File: src/rtl/core/bde_pkg.sv
`default_nettype none

package bde_pkg;

	localparam int unsigned WORD_W = 32;
	localparam int unsigned OCC_W  = 5;

	typedef enum logic [1:0] {
		OP_PUSH_FRONT = 2'd0,
		OP_PUSH_BACK  = 2'd1,
		OP_POP_FRONT  = 2'd2,
		OP_POP_BACK   = 2'd3
	} op_t;

	typedef enum logic [1:0] {
		ST_OK    = 2'd0,
		ST_FULL  = 2'd1,
		ST_EMPTY = 2'd2
	} status_t;

endpackage

`default_nettype wire

File: src/rtl/core/bounded_deque_engine.sv
`default_nettype none

// Bounded double-ended queue of signed words in a ring of DEPTH entries.
// Command channel: an operation word (operation, push_value) is taken at
// a rising edge with start high and busy low. Operations are push front,
// push back, pop front and pop back.
// Result channel: exactly one result word per operation, shown for one
// cycle with done high: popped_value, status (ok, full, empty) and the
// occupancy after the operation. The receiver cannot stall; a result that
// is not taken in its cycle is gone.
// Latency: the result appears in the cycle after the command is taken;
// the pop data comes straight from the registered read port of the
// element memory.
// Throughput: one operation per cycle. Head and count update at the edge
// that takes the command; each operation touches at most one entry through
// one write port or one read port; a read always lands at a later edge than
// the write it depends on, so no forwarding is needed. busy stays low.
// Reset: asynchronous, active low; the deque comes up empty with head at
// slot zero. Memory contents are not cleared, and only written entries
// are ever read.
module bounded_deque_engine #(
	parameter int unsigned DEPTH = 16
) (
	input  wire logic                                   clk,
	input  wire logic                                   arst_n,
	input  wire logic                                   start,
	output logic                                        busy,
	input  wire logic [1:0]                             operation,
	input  wire logic signed [bde_pkg::WORD_W-1:0]      push_value,
	output logic                                        done,
	output logic signed [bde_pkg::WORD_W-1:0]           popped_value,
	output logic [1:0]                                  status,
	output logic [bde_pkg::OCC_W-1:0]                   occupancy
);

	localparam int unsigned IW = $clog2(DEPTH);
	localparam int unsigned CW = $clog2(DEPTH + 1);
	localparam int unsigned SW = CW + 1;

	logic [IW-1:0] head_q;
	logic [CW-1:0] count_q;

	logic                   done_q;
	logic                   pop_ok_s1;
	bde_pkg::status_t       status_q;
	logic [bde_pkg::OCC_W-1:0] occupancy_q;

	bde_pkg::op_t      op;
	logic              accept;
	logic              is_push, is_full, is_empty;
	logic [SW-1:0]     sum, sum_m1;
	logic [IW-1:0]     back_free, back_last, head_dec, head_inc;
	logic [IW-1:0]     head_next;
	logic [CW-1:0]     count_next;
	bde_pkg::status_t  status_next;
	logic              we, re;
	logic [IW-1:0]     waddr, raddr;
	logic [bde_pkg::WORD_W-1:0] rdata;

	assign busy   = 1'b0;
	assign accept = start && !busy;
	assign op     = bde_pkg::op_t'(operation);

	assign is_push  = (op == bde_pkg::OP_PUSH_FRONT) || (op == bde_pkg::OP_PUSH_BACK);
	assign is_full  = (count_q == CW'(DEPTH));
	assign is_empty = (count_q == '0);

	// ring positions: sums stay below 2*DEPTH, so one conditional subtract wraps them
	assign sum       = SW'(head_q) + SW'(count_q);
	assign sum_m1    = sum - SW'(1);
	assign back_free = (sum >= SW'(DEPTH)) ? IW'(sum - SW'(DEPTH)) : IW'(sum);
	assign back_last = (sum_m1 >= SW'(DEPTH)) ? IW'(sum_m1 - SW'(DEPTH)) : IW'(sum_m1);
	assign head_dec  = (head_q == '0) ? IW'(DEPTH - 1) : head_q - IW'(1);
	assign head_inc  = (head_q == IW'(DEPTH - 1)) ? '0 : head_q + IW'(1);

	always_comb begin
		head_next   = head_q;
		count_next  = count_q;
		status_next = bde_pkg::ST_OK;
		we          = 1'b0;
		re          = 1'b0;
		waddr       = back_free;
		raddr       = head_q;
		if (is_push) begin
			if (is_full) begin
				status_next = bde_pkg::ST_FULL;
			end else begin
				we         = accept;
				count_next = count_q + CW'(1);
				if (op == bde_pkg::OP_PUSH_FRONT) begin
					head_next = head_dec;
					waddr     = head_dec;
				end
			end
		end else begin
			if (is_empty) begin
				status_next = bde_pkg::ST_EMPTY;
			end else begin
				re         = accept;
				count_next = count_q - CW'(1);
				if (op == bde_pkg::OP_POP_FRONT) begin
					head_next = head_inc;
				end else begin
					raddr = back_last;
				end
				if (count_q == CW'(1)) begin
					head_next = '0;
				end
			end
		end
	end

	bde_ram #(
		.WIDTH(bde_pkg::WORD_W),
		.DEPTH(DEPTH)
	) u_store (
		.clk   (clk),
		.we    (we),
		.waddr (waddr),
		.wdata (push_value),
		.re    (re),
		.raddr (raddr),
		.rdata (rdata)
	);

	always_ff @(posedge clk or negedge arst_n) begin
		if (!arst_n) begin
			head_q    <= '0;
			count_q   <= '0;
			done_q    <= 1'b0;
			pop_ok_s1 <= 1'b0;
		end else begin
			done_q    <= accept;
			pop_ok_s1 <= re;
			if (accept) begin
				head_q  <= head_next;
				count_q <= count_next;
			end
		end
	end

	always_ff @(posedge clk) begin
		if (accept) begin
			status_q    <= status_next;
			occupancy_q <= bde_pkg::OCC_W'(count_next);
		end
	end

	assign done         = done_q;
	assign status       = status_q;
	assign occupancy    = occupancy_q;
	assign popped_value = pop_ok_s1 ? signed'(rdata) : '0;

endmodule

`default_nettype wire

File: src/rtl/core/bde_ram.sv
`default_nettype none

module bde_ram #(
	parameter int unsigned WIDTH = 32,
	parameter int unsigned DEPTH = 16
) (
	input  wire logic                     clk,
	input  wire logic                     we,
	input  wire logic [$clog2(DEPTH)-1:0] waddr,
	input  wire logic [WIDTH-1:0]         wdata,
	input  wire logic                     re,
	input  wire logic [$clog2(DEPTH)-1:0] raddr,
	output logic      [WIDTH-1:0]         rdata
);

	logic [WIDTH-1:0] mem [DEPTH];

	always_ff @(posedge clk) begin
		if (we) begin
			mem[waddr] <= wdata;
		end
		if (re) begin
			rdata <= mem[raddr];
		end
	end

endmodule

`default_nettype wire

File: config.mk
export PLATFORM = sky130hd
export DESIGN_NAME = bounded_deque_engine
export DESIGN_NICKNAME = d
export VERILOG_FILES = /design/src/rtl/core/bde_pkg.sv /design/src/rtl/core/bounded_deque_engine.sv /design/src/rtl/core/bde_ram.sv
export SDC_FILE = /design/constraint.sdc
export NUM_CORES = 1
export LEC_CHECK = 0
export ABC_CLOCK_PERIOD_IN_PS = 6600
export BUFFER_PORTS_ARGS = -buffer_cell sky130_fd_sc_hd__buf_4
export CAP_MARGIN = 20
export CORE_MARGIN = 2
export CORE_UTILIZATION = 30
export DETAILED_ROUTE_END_ITERATION = 6
export PLACE_DENSITY_LB_ADDON = 0.12
export SLEW_MARGIN = 10
export SYNTH_ARGS = -nofsm -noshare
export SYNTH_HDL_FRONTEND = slang
export SYNTH_SLANG_ARGS = --single-unit
File: constraint.sdc
create_clock -name clk -period 6.6 [get_ports clk]
set_input_delay 1.65 -clock clk [delete_from_list [all_inputs] [get_ports clk]]
set_output_delay 1.65 -clock clk [all_outputs]
set_load 0.05 [all_outputs]
==> key figures, run 1 <==
Drt
  – Drt initial violations: 1139
  – First-pass DRT Iterations: 5
  – Via count: 14030
  – Drt drc: 0
  – ANT nets after route: 0
  – Routed wire length: 67660 um
  – Average wire per standard cell: 25.89 um
  – Via/cell ratio: between 5 and 6

Global route
  – Pin count of the biggest net entering global routing: 90
  – First-pass GRT wire length: 97880 um
  – Total congestion overflow: 0
  – Vias in the first global route: roughly 14000
  – Initial antenna violation count: 3
  – GRT Util Overall: between 10% and 20%

Timing
  – Slew Viols, Final: 0
  – Final min period: 4.449 ns
  – RSZ-0062 raised after global routing: false
  – Worst-Margin Slew: 1.068 ns
  – Endpoints failing setup: 0
  – Worst slew margin: between 20% and 30%
  – Setup TNS: 0 ns
  – Fmax: 224.8 MHz
  – Fin crit share: 67.41%
  – Clk_skew: 0.02132 ns
  – Hold Violations, Final: 0

Synthesis
  – Leading area contributor after synthesis: edfxtp_1
  – XOR/XNOR Fraction of Synth Area: less than 1%
  – Post-Synth Adder-Cell Area: less than 1%
  – Syn_area_per_cell: 15.65 sq um
  – Register area share after synthesis: 72.74%
  – Synth top area share: 71.55%
  – Syn Nets: between 1500 and 2000
  – Simple-Gate Fraction of Synth Area: under 10%
  – Post-synth EDFFs: 551
  – Area fraction in compound gates after synthesis: 14.83%
  – Number of distinct library cells after synthesis: 60
  – Syn. warnings: 0
  – Flops & latches, synth: 562
  – FFs w/ async S/R, synth: 1.957%
  – Synth Cell Area: 23120 sq um
  – Combinational family with the most area after synthesis: compound AO/OA/AOI/OAI gates
  – Mapped Cells: 1478
  – Ys flop type: edfxtp_1
  – Top post-synthesis cells by area: edfxtp_1, o21ai_0, a22oi_1
  – Mux cell area share after synthesis: under 10%

Floorplanning
  – Placement Rows: 101
  – Core Area: 76080 sq um
  – Die Wd: 281.6 um
  – Die Height: 281.6 um
  – Top Ports: just under 80
  – Die Area: 79320 sq um
  – Starting Density: 30.40%

Clocking
  – Cts hold-fix bufs: 0
  – Clk buf depth: 3
  – TritonCTS clock tree: done
  – Clock Tree Root: clkbuf_16
  – Worst-Skew Late Latency: just over 0.6 ns
  – Number of post-CTS setup repair buffers: 0
  – CTS Sinks: 562
  – Post-cts sizing count: 0
  – Clock slew at reported path FFs: ~0.06 ns
  – TritonCTS Buffers: just over 60
  – H-tree levels: 2

Cells and area
  – Share of layout cells above drive strength 1: 17.18%
  – Area delta synth->final: 16.53%
  – Final Net Count: between 1500 and 2000
  – Diode count: 0

Worst hold path
  – Cells on Worst Hold Path: 2
  – Hold Crit Class: flip-flop to flip-flop

Power and ir drop
  – Pwr Total: 0.01320 W
  – Maximum vdd drop: between 0.2 and 0.3 mV
  – Leakage: approximately 8.6 nW
  – PD cells: 489.8 nW/um^2

Critical path
  – Worst setup path class: primary input to flip-flop
  – R2r worst-path depth: 10
  – Crit path capture type: flip-flop
  – Critical Path RT: 6.95 ns
  – Critical path fanouts, max: 30
  – Worst path arrival time: about 4.8 ns
  – Element type at the critical path start: primary input

Place
  – Port Buf Inserts: 76
  – Hpwl dp: roughly 36000 um
  – Placer congestion estimate: 0.7228

Run status
  – Status: completed

Run
  – Max Cap Violations: 0
## layer usage
metal | share of wire, % | wire length [um] | up-vias | GRT usage, %
met1 | 46 | 31130 | 7359 | 23.95
met4 | 1.9 | 1291 | 2 | 3.860
met5 | 0.021 | 14 | - | 0
met2 | 47 | 31870 | 413 | 27.12
met3 | 5.0 | 3358 | 91 | 2.784
li1 | - | - | 6161 | -
## Yosys cell counts (3+ instances only)
cell type / instances
edfxtp_1: 551
o21ai_0: 130
clkbuf_1: 104
a22oi_1: 83
nand2_1: 72
a32oi_1: 58
a311oi_1: 57
a21oi_1: 44
and2_1: 39
mux2i_1: 33
a221o_1: 32
nor2_1: 30
mux4_2: 26
o211ai_1: 25
clkinv_1: 22
buf_2: 14
inv_1: 13
mux2_2: 12
dfrtp_1: 11
ha_1: 10
a21o_1: 9
and3_1: 9
o221ai_1: 9
nand4_1: 8
a311o_1: 7
a211oi_1: 6
nand3_1: 6
nor3_1: 5
xnor2_1: 5
nand2b_1: 4
buf_1: 3
buf_6: 3
o32a_1: 3
## sequential cells by signal, indices dropped and copies added, names as in the netlist
register       count
u_store.mem      512
u_store.rdata     32
count_q            5
occupancy          5
head_q             4
status             2
done               1
pop_ok_s1          1
## path summary, 6_finish.rpt
| check | slack, ns | start | to |
|---|---|---|---|
| worst max register to register | 2.17 | count_q[0]$_DFFE_PN0P_ | u_store.rdata[11]$_DFFE_PP_ |
| min in group asynchronous | 0.86 | arst_n | count_q[0]$_DFFE_PN0P_ |
| worst max-delay path | 2.15 | operation[1] | u_store.rdata[30]$_DFFE_PP_ |
| max in group asynchronous | 5.57 | arst_n | count_q[2]$_DFFE_PN0P_ |
| worst min register to register | 0.70 | head_q[0]$_DFFE_PN0P_ | head_q[0]$_DFFE_PN0P_ |
| worst min-delay path | 0.70 | head_q[0]$_DFFE_PN0P_ | head_q[0]$_DFFE_PN0P_ |
## kinds of logic (layout without fill, tap and decap cells)
kind of cell | Yosys count | after routing
compound gates | 479 | 479
xor+xnor | 9 | 9
other cells | 1 | 1
mux | 71 | 71
fa+ha+maj | 11 | 11
simple gates | 184 | 184
buf+inv | 161 | 266
flops | 562 | 562
## critical path, stage by stage
cell	delay [ns]
buf_4	0.26
and2_0	0.41
nand3_2	0.73
nand2_2	0.60
buf_4	0.53
o221ai_1	0.22
a32oi_1	0.25
o311ai_1	0.11
## power breakdown
group	switching (W)	internal (W)	leakage (nW)
Combinational	0.00352	0.00171	2.55
Sequential	0.000213	0.00453	5.11
Clock	0.00139	0.00183	0.910
Total	0.00512	0.00808	8.57
## through the flow
step	utilization (%)	hold slack, ns	cells	cell area, sq um	worst slack [ns]
2_1_floorplan	-	0.5664	1478	23120	2.235
3_3_place_gp	32.92	0.6973	2498	25040	1.610
3_5_place_dp	32.98	0.7031	2500	25090	1.499
4_1_cts	35.42	0.7093	2613	26950	2.100
5_1_grt	35.42	0.7412	2613	26950	1.925
6_report	35.42	0.7046	2613	26950	2.151
## layout make-up
cell class | instances | area, sq um
clock inverter | 36 | 250.2
multi-input combinational | 755 | 5879
clock buffer | 77 | 1608
sequential | 562 | 16820
inverter | 35 | 131.4
fill | 7317 | 49130
timing repair buffer | 118 | 968.4
tap | 1030 | 1289
## cell usage in the layout, fill, tap and decap left out, types with 18 or more instances in the layout
cell         n
a21oi_1     43
mux4_2      26
a22oi_1     82
mux2i_1     33
clkinv_1    40
a221o_1     32
clkbuf_16   62
o211ai_1    25
a32oi_1     58
and2_1      39
buf_4      112
nor2_4      18
nand2_1     70
edfxtp_1   551
a311oi_1    57
o21ai_0    130
(Power assumes the default switching activity.)
==> inputs of run 2 (changes only) <==
- ABC_CLOCK_PERIOD_IN_PS: 6600 -> 4300
- clock period: 6.6 -> 4.3 ns (I/O delays scaled with it)
==> key figures, run 2 (synthesized netlist as in run 1, its figures left out) <==
Critical path
  – Critical path fanouts, max: 57 (+90%)
  – Worst setup path class: flip-flop to flip-flop
  – Worst path arrival time: 4.14 ns (-0.66 ns)
  – Worst setup path endpoint: u_store.rdata[28]$_DFFE_PP_
  – RR Startpoint: count_q[0]$_DFFE_PN0P_
  – R2r worst-path depth: 10 (unchanged)
  – CP bufs+invs: 2 (unchanged)
  – Critical Path Slowest Stage Cell: or3_4
  – Cell Chain, Critical Path: ha_1 -> fa_1 -> inv_1 -> ha_1 -> or3_4 -> buf_12 -> a311oi_1 -> a22oi_1 -> a22oi_1 -> o211ai_1
  – Internal reg-to-reg setup slack: 0.50 ns (-1.67 ns)
  – Critical path depth: 10 (+2)
  – Element type at the critical path start: flip-flop
  – Top Family by Delay on Critical Path: adder cells
  – Crit path capture type: flip-flop
  – Critical Path RT: 4.64 ns (-2.31 ns)
  – Worst r2r dst: u_store.rdata[28]$_DFFE_PP_
  – Max stage delay on crit path: 0.61 ns (-0.12 ns)
  – Critical Path Start: count_q[0]$_DFFE_PN0P_

Global route
  – GRT Util Overall: 16.33% (-0.54 points)
  – Initial antenna violation count: 2 (-1)
  – First-pass GRT wire length: 95480 um (-2.5%)
  – Vias in the first global route: 13850 (+0.84%)
  – Total congestion overflow: 0 (unchanged)
  – Pin count of the biggest net entering global routing: 111 (+23%)

Timing
  – Final min period: 3.796 ns
  – Slew Viols, Final: 0 (unchanged)
  – Setup TNS: 0 ns (unchanged)
  – Fmax: around 260 MHz
  – Final Hold Slack: 0.2836 ns (-0.4210 ns)
  – Worst-Margin Slew: 0.9004 ns (-0.1681 ns)
  – Worst slew margin: 39.97% (+11 points)
  – RSZ-0062 raised after global routing: false
  – Fin crit share: 88.27%
  – Hold Violations, Final: 0 (unchanged)
  – Clk_skew: 0.01078 ns (-0.01054 ns)
  – Endpoints failing setup: 0 (unchanged)

Floorplanning
  – Die Height: 281.6 um (unchanged)
  – Die Area: 79320 sq um (unchanged)
  – Placement Rows: 101 (unchanged)
  – Die Wd: 281.6 um (unchanged)
  – Top Ports: 78 (unchanged)
  – Core Area: 76080 sq um (unchanged)
  – Starting Density: 30.40% (unchanged)

Worst hold path
  – Hold Crit Class: primary input to asynchronous set/reset pin

Clocking
  – Post-cts sizing count: 0 (unchanged)
  – Clk buf depth: 3 (unchanged)
  – Number of post-CTS setup repair buffers: 0 (unchanged)
  – Clock Tree Root: clkbuf_16
  – TritonCTS Buffers: 59 (-3.3%)
  – Cts hold-fix bufs: 0 (unchanged)
  – Worst-Skew Late Latency: 0.62 ns (about the same)
  – TritonCTS clock tree: done
  – H-tree levels: 2 (unchanged)
  – Clock slew at reported path FFs: 0.06 ns (about the same)
  – CTS Sinks: 562 (unchanged)

Cells and area
  – Biggest register: u_store.mem
  – Seq. cell area: 16820 sq um (unchanged)
  – Largest regs: u_store.mem (512), u_store.rdata (32)
  – Largest register FFs: 512 (unchanged)
  – Most common cell after layout, fill and taps aside: edfxtp_1
  – Share of layout cells above drive strength 1: 18.46% (+1.3 points)
  – Final Net Count: 1600 (+1.2%)
  – Area of the multi-input gates: 5879 sq um (unchanged)
  – Commonest cells after routing, fill and taps aside: edfxtp_1, o21ai_0, buf_4
  – Fin util: 36.06% (+0.63 points)
  – Area delta synth->final: 18.62%
  – Diode count: 0 (unchanged)
  – # fillers: 7245 (-0.98%)

Drt
  – Via/cell ratio: 5.240 (-2.4%)
  – Routed wire length: 64940 um (-4.0%)
  – Drt drc: 0 (unchanged)
  – Drt initial violations: 1243 (+9.1%)
  – First-pass DRT Iterations: 6 (+1)
  – ANT nets after route: 0 (unchanged)
  – Average wire per standard cell: 24.71 um (-4.6%)
  – Via count: 13770 (-1.8%)

Run
  – Max Cap Violations: 0 (unchanged)

Power and ir drop
  – PD cells: 749.8 nW/um^2 (+53%)
  – Maximum vdd drop: 0.3771 mV (+31%)
  – Leakage: 8.767 nW (+2.2%)
  – Pwr Total: 0.02057 W (+56%)

Run status
  – Status: completed

Place
  – Hpwl dp: 35520 um (-2.6%)
  – Placer congestion estimate: 0.7423 (+2.7%)
  – Port Buf Inserts: 76 (unchanged)
run 2: cell types whose count changed in the layout (fill, tap and decap cells not counted), sizes merged:
cell / previous run / this run
buf: 118 / 139
clkinv: 54 / 45
clkbuf: 77 / 70
bufinv: 3 / 8
clkinvlp: 1 / 5
inv: 13 / 14
run 2: final cells by class:
type | instances | area share, %
timing repair buffer | 139 | 4.945
clock inverter | 37 | 1.432
tap | 1030 | 4.698
inverter | 35 | 0.4789
multi-input combinational | 755 | 21.43
clock buffer | 70 | 5.688
sequential | 562 | 61.32
run 2: worst min path at each step:
stage | endpoint | slack, ns
2_1_floorplan | head_q[0]$_DFFE_PN0P_ | 0.57
3_3_place_gp | count_q[0]$_DFFE_PN0P_ | 0.65
3_5_place_dp | count_q[0]$_DFFE_PN0P_ | 0.66
4_1_cts | head_q[3]$_DFFE_PN0P_ | 0.26
5_1_grt | pop_ok_s1$_DFF_PN0_ | 0.27
6_report | head_q[3]$_DFFE_PN0P_ | 0.28
run 2: where the power goes:
group          leakage, nW  switching, W  internal (W)
clock network        0.938       0.00211       0.00305
registers             5.11      0.000289       0.00695
logic                 2.72       0.00530       0.00286
run 2: metal layers:
layer  routed length (um)  track usage [%]
met1                30260            22.99
met3                 2725            2.444
met5                    0                0
met4                 1536            4.201
met2                30420            26.44
run 2: per-stage QoR:
| stage | instance area (sq um) | std cells | worst slack (ns) |
|---|---|---|---|
| 5_1_grt | 27430 | 2628 | 0.2903 |
| 2_1_floorplan | 23120 | 1478 | 0.5097 |
| 3_5_place_dp | 25460 | 2520 | 0.4396 |
| 6_report | 27430 | 2628 | 0.5045 |
| 4_1_cts | 27410 | 2627 | 0.4371 |
| 3_3_place_gp | 25440 | 2519 | 0.4924 |
==> inputs of run 3 (changes only) <==
- ABC_CLOCK_PERIOD_IN_PS: 4300 -> 4059
- REMOVE_ABC_BUFFERS: default -> 1
- clock period: 4.3 -> 4.06 ns (I/O delays scaled with it)
==> key figures, run 3 (synthesized netlist as in run 1, its figures left out) <==
Critical path
  – Crit path capture type: flip-flop
  – Worst path arrival time: 4.08 ns (-0.06 ns)
  – Cell Chain, Critical Path: ha_1 -> fa_1 -> inv_1 -> ha_1 -> or3_4 -> buf_12 -> buf_12 -> a311oi_1 -> a22oi_1 -> a22oi_1 -> o211ai_1
  – Element type at the critical path start: flip-flop
  – Critical Path RT: 4.39 ns (-0.25 ns)
  – Worst setup path class: flip-flop to flip-flop
  – Max stage delay on crit path: 0.57 ns (-0.04 ns)
  – Critical path fanouts, max: 35 (-39%)
  – Worst r2r dst: u_store.rdata[0]$_DFFE_PP_
  – RR Startpoint: head_q[0]$_DFFE_PN0P_
  – Internal reg-to-reg setup slack: 0.31 ns (-0.20 ns)
  – CP bufs+invs: 3 (+1)
  – Critical Path Slowest Stage Cell: or3_4
  – R2r worst-path depth: 11 (+1)
  – Top Family by Delay on Critical Path: adder cells

Timing
  – RSZ-0062 raised after global routing: false
  – Clk_skew: 0.01999 ns (+0.009215 ns)
  – Slew Viols, Final: 0 (unchanged)
  – Setup ws final: 0.3056 ns (-0.1989 ns)
  – Worst-Margin Slew: 0.7728 ns (-0.1276 ns)
  – Endpoints failing setup: 0 (unchanged)
  – Final min period: 3.754 ns (-0.04112 ns)
  – Fmax: 266.4 MHz (+1.1%)
  – Hold Violations, Final: 0 (unchanged)
  – Setup TNS: 0 ns (unchanged)
  – Fin crit share: 92.47% (+4.2 points)
  – Worst slew margin: 48.27% (+8.3 points)

Clocking
  – H-tree levels: 3 (+1)
  – Clock Tree Root: clkbuf_16
  – TritonCTS Buffers: 66 (+12%)
  – Number of post-CTS setup repair buffers: 0 (unchanged)
  – Worst-Skew Late Latency: 0.61 ns (about the same)
  – TritonCTS clock tree: done
  – Post-cts sizing count: 0 (unchanged)
  – Cts hold-fix bufs: 0 (unchanged)
  – CTS Sinks: 562 (unchanged)
  – Clock slew at reported path FFs: 0.06 ns (about the same)
  – Clk buf depth: 3 (unchanged)

Cells and area
  – Largest register FFs: 512 (unchanged)
  – Area of the multi-input gates: 5884 sq um (about the same)
  – Diode count: 0 (unchanged)
  – Most common cell after layout, fill and taps aside: edfxtp_1
  – Share of layout cells above drive strength 1: 19.32% (+0.86 points)
  – Largest regs: u_store.mem (512), u_store.rdata (32)
  – Commonest cells after routing, fill and taps aside: edfxtp_1, o21ai_0, buf_4
  – Area delta synth->final: 19.74%
  – Seq. cell area: 16820 sq um (unchanged)
  – Biggest register: u_store.mem
  – # fillers: 7297 (+0.72%)
  – Final Net Count: 1621 (+1.3%)

Drt
  – Drt drc: 0 (unchanged)
  – Routed wire length: 67450 um (+3.9%)
  – First-pass DRT Iterations: 7 (+1)
  – ANT nets after route: 0 (unchanged)
  – Average wire per standard cell: 25.45 um (+3.0%)
  – Drt initial violations: 1089 (-12%)
  – Via/cell ratio: 5.258 (+0.36%)
  – Via count: 13940 (+1.2%)

Floorplanning
  – Top Ports: 78 (unchanged)
  – Die Area: 79320 sq um (unchanged)
  – Die Height: 281.6 um (unchanged)
  – Core Area: 76080 sq um (unchanged)
  – Starting Density: 30.40% (unchanged)
  – Die Wd: 281.6 um (unchanged)
  – Placement Rows: 101 (unchanged)

Worst hold path
  – Hold Crit Class: primary input to asynchronous set/reset pin

Global route
  – First-pass GRT wire length: 99170 um (+3.9%)
  – Pin count of the biggest net entering global routing: 69 (-38%)
  – Total congestion overflow: 0 (unchanged)
  – Met3 global-route usage: 2.486% (+0.041 points)
  – Met2 GRT Util: 28.07% (+1.6 points)
  – GR met1 Demand/Resource: 23.56% (+0.57 points)
  – GRT Util Overall: 17.13% (+0.80 points)
  – GRT busiest layer: met2
  – Vias in the first global route: 14180 (+2.4%)
  – Initial antenna violation count: 0 (-2)

Place
  – Port Buf Inserts: 76 (unchanged)
  – Placer congestion estimate: 0.7397 (-0.35%)
  – Hpwl dp: 38300 um (+7.8%)
  – Dpl ws: 0.2721 ns (-0.1674 ns)

Power and ir drop
  – Maximum vdd drop: 0.5991 mV (+59%)
  – PD cells: 804.6 nW/um^2 (+7.3%)
  – Leakage: 8.931 nW (+1.9%)

Run
  – Max Cap Violations: 0 (unchanged)

Run status
  – Status: completed
run 3: changes by cell type in the layout (fill, tap and decap cells not counted), sizes merged:
cell	delta
inv	+1
clkinvlp	-4
clkbuf	+16
clkinv	-1
buf	+14
bufinv	-4
run 3: how the worst max path moves through the flow:
stage,startpoint,endpoint,slack [ns],cells past startpoint
floorplan,count_q[0]$_DFFE_PN0P_,u_store.rdata[30]$_DFFE_PP_,-6.13,9
global placement,head_q[0]$_DFFE_PN0P_,u_store.rdata[0]$_DFFE_PP_,0.37,11
detailed placement,head_q[0]$_DFFE_PN0P_,u_store.rdata[0]$_DFFE_PP_,0.27,11
CTS,head_q[0]$_DFFE_PN0P_,u_store.rdata[0]$_DFFE_PP_,0.26,11
global route,head_q[0]$_DFFE_PN0P_,u_store.rdata[0]$_DFFE_PP_,0.06,11
finish,head_q[0]$_DFFE_PN0P_,u_store.rdata[0]$_DFFE_PP_,0.31,11
run 3: where the power goes:
part	internal, W	total, W	switching (W)
registers	0.00737	0.00764	0.000274
clock network	0.00337	0.00571	0.00234
logic	0.00319	0.00893	0.00574
run 3: worst reg2reg max path, cell delays in order (launching register included):
cell and delay [ns]:
dfrtp_1 0.49, ha_1 0.28, fa_1 0.53, inv_1 0.07, ha_1 0.33, or3_4 0.57, buf_12 0.26, buf_12 0.18
a311oi_1 0.26, a22oi_1 0.13, a22oi_1 0.25, o211ai_1 0.14
run 3: layout make-up:
class,instances,share of cell area (%)
Inverter,35,0.4745
Multi-Input combinational cell,755,21.25
Clock buffer,86,6.466
Clock inverter,29,0.9896
Tap cell,1030,4.654
Sequential cell,562,60.75
Timing Repair Buffer,153,5.413
run 3: metrics by stage:
step / hold WS (ns) / total power [W] / area (sq um) / util (%) / cells
floorplan: 0.5663 / 0.01298 / 22600 / - / 1352
global placement: 0.6469 / 0.01678 / 25620 / 33.68 / 2535
detailed placement: 0.6505 / 0.01682 / 25620 / 33.68 / 2535
CTS: 0.2181 / 0.02261 / 27690 / 36.40 / 2650
global route: 0.2470 / 0.02354 / 27690 / 36.40 / 2650
finish: 0.2483 / 0.02228 / 27690 / 36.40 / 2650
run 3: per-layer routing:
metal,up-vias,wire [um]
li1,6226,-
met3,84,2835
met2,357,32280
met1,7268,30840
met5,-,0
met4,0,1489
